==> src/rtl/ldp_pkg.sv <==
// ----------------------------------------------------------------------------
// Lift/drag polar package
// Shared types, constants and register codes of the lift/drag polar unit.
// ----------------------------------------------------------------------------
`default_nettype none

package ldp_pkg;

    // Number of quotient bits resolved by the divider chain, one per cell.
    localparam int QuotBits = 22;

    // Gravity, 9.81 in Q4.16.
    localparam logic [19:0] GRAV_Q16 = 20'd642908;

    // Register reset values.
    localparam logic [23:0]        REF_AREA_RST = 24'd256;
    localparam logic [15:0]        K_RST        = 16'd3277;
    localparam logic [15:0]        CD0_RST      = 16'd1311;
    localparam logic signed [20:0] CL_LO_RST    = -21'sd65536;
    localparam logic signed [20:0] CL_HI_RST    = 21'sd98304;
    localparam logic signed [21:0] N_LO_RST     = -22'sd131072;
    localparam logic signed [21:0] N_HI_RST     = 22'sd262144;

    // Configuration register indexes.
    typedef enum logic [2:0] {
        CFG_REF_AREA = 3'd0,
        CFG_K        = 3'd1,
        CFG_CD0      = 3'd2,
        CFG_CL_LO    = 3'd3,
        CFG_CL_HI    = 3'd4,
        CFG_N_LO     = 3'd5,
        CFG_N_HI     = 3'd6
    } cfg_idx_t;

    // Configuration as seen by the datapath.
    typedef struct packed {
        logic [23:0]        ref_area;
        logic [15:0]        k;
        logic [15:0]        cd0;
        logic signed [20:0] cl_lo;
        logic signed [20:0] cl_hi;
        logic signed [21:0] n_lo;
        logic signed [21:0] n_hi;
    } ldp_cfg_t;

    // Per-item flags and dynamic pressure that ride along the divider chain.
    typedef struct packed {
        logic        neg;
        logic        lr_zero;
        logic        d_zero;
        logic        sat;
        logic [39:0] q;
    } ldp_side_t;

endpackage

`default_nettype wire

==> src/rtl/ldp_div_cell.sv <==
// ----------------------------------------------------------------------------
// Lift/drag polar divider cell
// One restoring division step: shift, trial subtract, one quotient bit.
// ----------------------------------------------------------------------------
`default_nettype none

module ldp_div_cell
(
    input  wire                          clk,
    input  wire                          rst_n,
    input  wire                          in_valid,
    output logic                         in_ready,
    input  wire [63:0]                   in_rem,
    input  wire [63:0]                   in_div,
    input  wire [ldp_pkg::QuotBits-1:0]  in_quot,
    input  ldp_pkg::ldp_side_t           in_side,
    output logic                         out_valid,
    input  wire                          out_ready,
    output logic [63:0]                  out_rem,
    output logic [63:0]                  out_div,
    output logic [ldp_pkg::QuotBits-1:0] out_quot,
    output ldp_pkg::ldp_side_t           out_side
);

    logic                          v_reg;
    logic                          ld;
    logic [64:0]                   shifted;
    logic [64:0]                   diff;
    logic                          take;
    logic [63:0]                   rem_next;
    logic [63:0]                   rem_reg;
    logic [63:0]                   div_reg;
    logic [ldp_pkg::QuotBits-1:0]  quot_reg;
    ldp_pkg::ldp_side_t            side_reg;

    assign ld       = !v_reg || out_ready;
    assign in_ready = ld;

    // The remainder stays below the divisor, so the result fits 64 bits.
    always_comb
    begin
        shifted  = {in_rem, 1'b0};
        diff     = shifted - {1'b0, in_div};
        take     = !diff[64];
        rem_next = take ? diff[63:0] : shifted[63:0];
    end

    always_ff @(posedge clk or negedge rst_n)
    begin
        if (!rst_n)
        begin
            v_reg <= 1'b0;
        end
        else if (ld)
        begin
            v_reg <= in_valid;
        end
    end

    always_ff @(posedge clk)
    begin
        if (ld)
        begin
            rem_reg  <= rem_next;
            div_reg  <= in_div;
            quot_reg <= {in_quot[ldp_pkg::QuotBits-2:0], take};
            side_reg <= in_side;
        end
    end

    assign out_valid = v_reg;
    assign out_rem   = rem_reg;
    assign out_div   = div_reg;
    assign out_quot  = quot_reg;
    assign out_side  = side_reg;

endmodule

`default_nettype wire

==> config.mk <==
export PLATFORM = sky130hd
export DESIGN_NAME = ldp_div_cell
export DESIGN_NICKNAME = d
export VERILOG_FILES = /design/src/rtl/ldp_pkg.sv /design/src/rtl/ldp_div_cell.sv
export SDC_FILE = /design/constraint.sdc
export NUM_CORES = 1
export LEC_CHECK = 0
export BUFFER_PORTS_ARGS = -buffer_cell sky130_fd_sc_hd__buf_2
export CAP_MARGIN = 20
export CORE_MARGIN = 3
export CORE_UTILIZATION = 44
export DETAILED_ROUTE_END_ITERATION = 16
export GPL_TIMING_DRIVEN = 1
export PLACE_DENSITY = 0.84
export SLEW_MARGIN = 0
export SYNTH_ARGS = -nofsm -noshare
export SYNTH_HDL_FRONTEND = slang
export SYNTH_SLANG_ARGS = --single-unit
==> constraint.sdc <==
create_clock -name clk -period 5.65 [get_ports clk]
set_clock_uncertainty 0.15 [all_clocks]
set_input_delay 0.2825 -clock clk [delete_from_list [all_inputs] [get_ports clk]]
set_output_delay 0.2825 -clock clk [all_outputs]
set_load 0.01 [all_outputs]
==> reports/metrics.cfg <==
[sta]
hold_violations=0
holdWs_ns=0.0214
relSlewSlack_pct=39.7
setup_tns_ns=0
grt_setup_unrepaired=no
tightest_slew_ns=0.898
slew_viol_final=0
fmax_ghz=0.222
fin_crit_sh_pct=79.7
setup-violations-final=0
period_needed_ns=4.50

[grt]
grt-ovfl-total=0
grt_pass1_vias=10500
grt_max_degree=118
grt_pass1_wl_um=58600
antenna_found_initial=10
grt_usage_pct=28.5

[die]
dieWidth_um=164
dieArea_um2=26800
io_pins=394
die-height_um=164
start_util_pct=44.8
core_um2=24400
std_cell_rows=57

[worst_setup_path]
start_kind=input port
critPathArrivalTime_ns=4.51
end_kind=flip-flop
crit_required_ns=5.66
crit_type=in2reg
path_max_fanout=84

[clock_tree]
cts.sinks=195
clock-root-buffer=clkbuf_16
worstSkewPairLatency_ns=0.44
postCtsSetupRepairBufs=0
cts_max_level=4
ctsHoldBuffers=176
numCtsBuffers=17
cts_resized=0
cts_tree=built
clk_pin_slew_ns=0.08
clockBufferDepth=2

[min_path]
min_path_type=in2reg

[synth]
yosysWarnings=0
synth.most_common_cell=edfxtp_1
yosysSeqAreaShare_pct=53.6
syn_area_um2=10900
ys_types=64
synth_top_cell_by_area=edfxtp_1
synth_edf_count=194
synth-seq-cells=195
synth.top_cell.area_share_pct=53.3
ys_async_sr_fraction_pct=0.513
syn_inst=1029
synth_common_cells=edfxtp_1, nand2_1, o21ai_0
syn_nets=1291
post_synth.cell_area_avg_um2=10.6
synthFlopType=edfxtp_1
synth_area_leaders=edfxtp_1, ha_1, nand2_1, o21ai_0, a21oi_1

[drt]
via_per_inst=5.62
post_drt_wl_per_cell_um=20.5
vias=10800
wirelength_um=39600
dr.pass1.iters=6
drt_iter0_drc=1159
ant_nets=0
met1_length_um=13900
routed.top_layer=met5
drc=0
wl_met3_um=3560
wl_met2_um=19800

[placed_design]
gp_congestion=0.861
dp_hpwl_um=26100
io_buffers=392
placed_cells=1711

[finish]
final_cells=1929
layout.nets=1845
postLayoutCoreUtil_pct=63.9
drive_gt1_share_pct=27.9
area_growth_syn_to_layout_pct=42.7

[pwr]
power.density_nw_per_um2=272
ir_drop_v=0.000221
p_leak_uw=0.00697

[run]
maxCapViolCount=0

[status]
status=complete, no violations

==> metrics by stage <==
stage	setup WS (ns)	area [µm²]	power [µW]
5_1_grt	1.02	15600	4400
6_report	1.15	15600	4240
2_1_floorplan	2.23	10900	2470
4_1_cts	1.34	15600	4200
3_3_place_gp	1.44	13200	2820
3_5_place_dp	1.40	13200	2860
==> worst max-delay path, cell delays in order <==
cell and delay (ns):
dlygate4sd3_1 0.51, buf_2 0.12, inv_1 0.06, fa_1 0.47, a211o_1 0.32, a21oi_1 0.42
o21bai_4 0.13, a21boi_2 0.35, o311a_4 0.28, or3_4 0.14, a211o_4 0.68, buf_4 0.46
o21ai_0 0.21
==> sequential cells by signal (all words and copies together), names as in the netlist <==
signal / count
out_rem: 64
out_side: 44
out_div: 64
out_quot: 22
out_valid: 1
==> power by group <==
| part | internal [µW] | switching, µW | leakage (µW) |
|---|---|---|---|
| logic | 472 | 671 | 0.00470 |
| clock network | 601 | 658 | 0.000293 |
| registers | 1790 | 50.5 | 0.00197 |
==> area by class of cell <==
class | count | area (µm²)
clock buffer | 17 | 425
sequential | 195 | 5850
inverter | 81 | 304
clock inverter | 15 | 179
timing repair buffer | 573 | 3780
fill | 1829 | 8800
antenna | 9 | 22.5
multi-input combinational | 715 | 4620
tap | 324 | 405
==> per-layer routing <==
layer  up-vias  track usage [%]
met3       151             7.25
li1       4932                -
met5         -                0
met2       731             49.0
met4         4             16.5
met1      5023             32.1
==> cells by family (layout without fill, tap and decap cells) <==
family	count (synthesis)	in the layout	synth area share (%)
other	0	9	0
buffers and inverters	119	686	4.28
multiplexers	5	5	0.504
AO/OA/AOI/OAI	308	308	17.9
adder cells (fa/ha/maj)	64	64	7.40
XOR/XNOR	51	51	4.09
flip-flops	195	195	53.6
AND/OR/NAND/NOR	287	287	12.2
==> cell usage in the layout (no fill, tap or decap), types with 4 or more instances in the layout <==
cell,instances
buf_2,392
edfxtp_1,194
dlygate4sd3_1,176
nand2_1,133
o21ai_0,86
a21oi_1,82
inv_1,80
ha_1,63
nor2_1,45
a21o_1,33
xnor2_1,30
nand3_1,23
xor2_1,21
nand4_1,17
nor3_1,17
clkbuf_16,17
o21bai_1,16
and3_1,13
o31ai_1,12
o21a_1,10
a31oi_1,10
diode_2,9
a211oi_1,8
o211ai_1,7
nor2b_1,7
a211o_1,6
nand2b_1,6
clkinv_8,6
and2_1,5
nor4_1,5
a41oi_1,4
and4_1,4
a21boi_0,4
mux2_2,4
inv_6,4
==> final timing paths <==
path,slack [ns],start,end,depth (start not counted)
setup / recovery,1.15,in_div[0],out_rem[15],13
hold / removal,0.02,in_rem[54],out_rem[55],2
setup reg to reg,3.66,out_valid,out_rem[48],2
hold reg to reg,0.77,out_valid,out_valid,2
max in group asynchronous,4.65,rst_n,out_valid,3
min in group asynchronous,0.57,rst_n,out_valid,3
(Power assumes the default switching activity.)
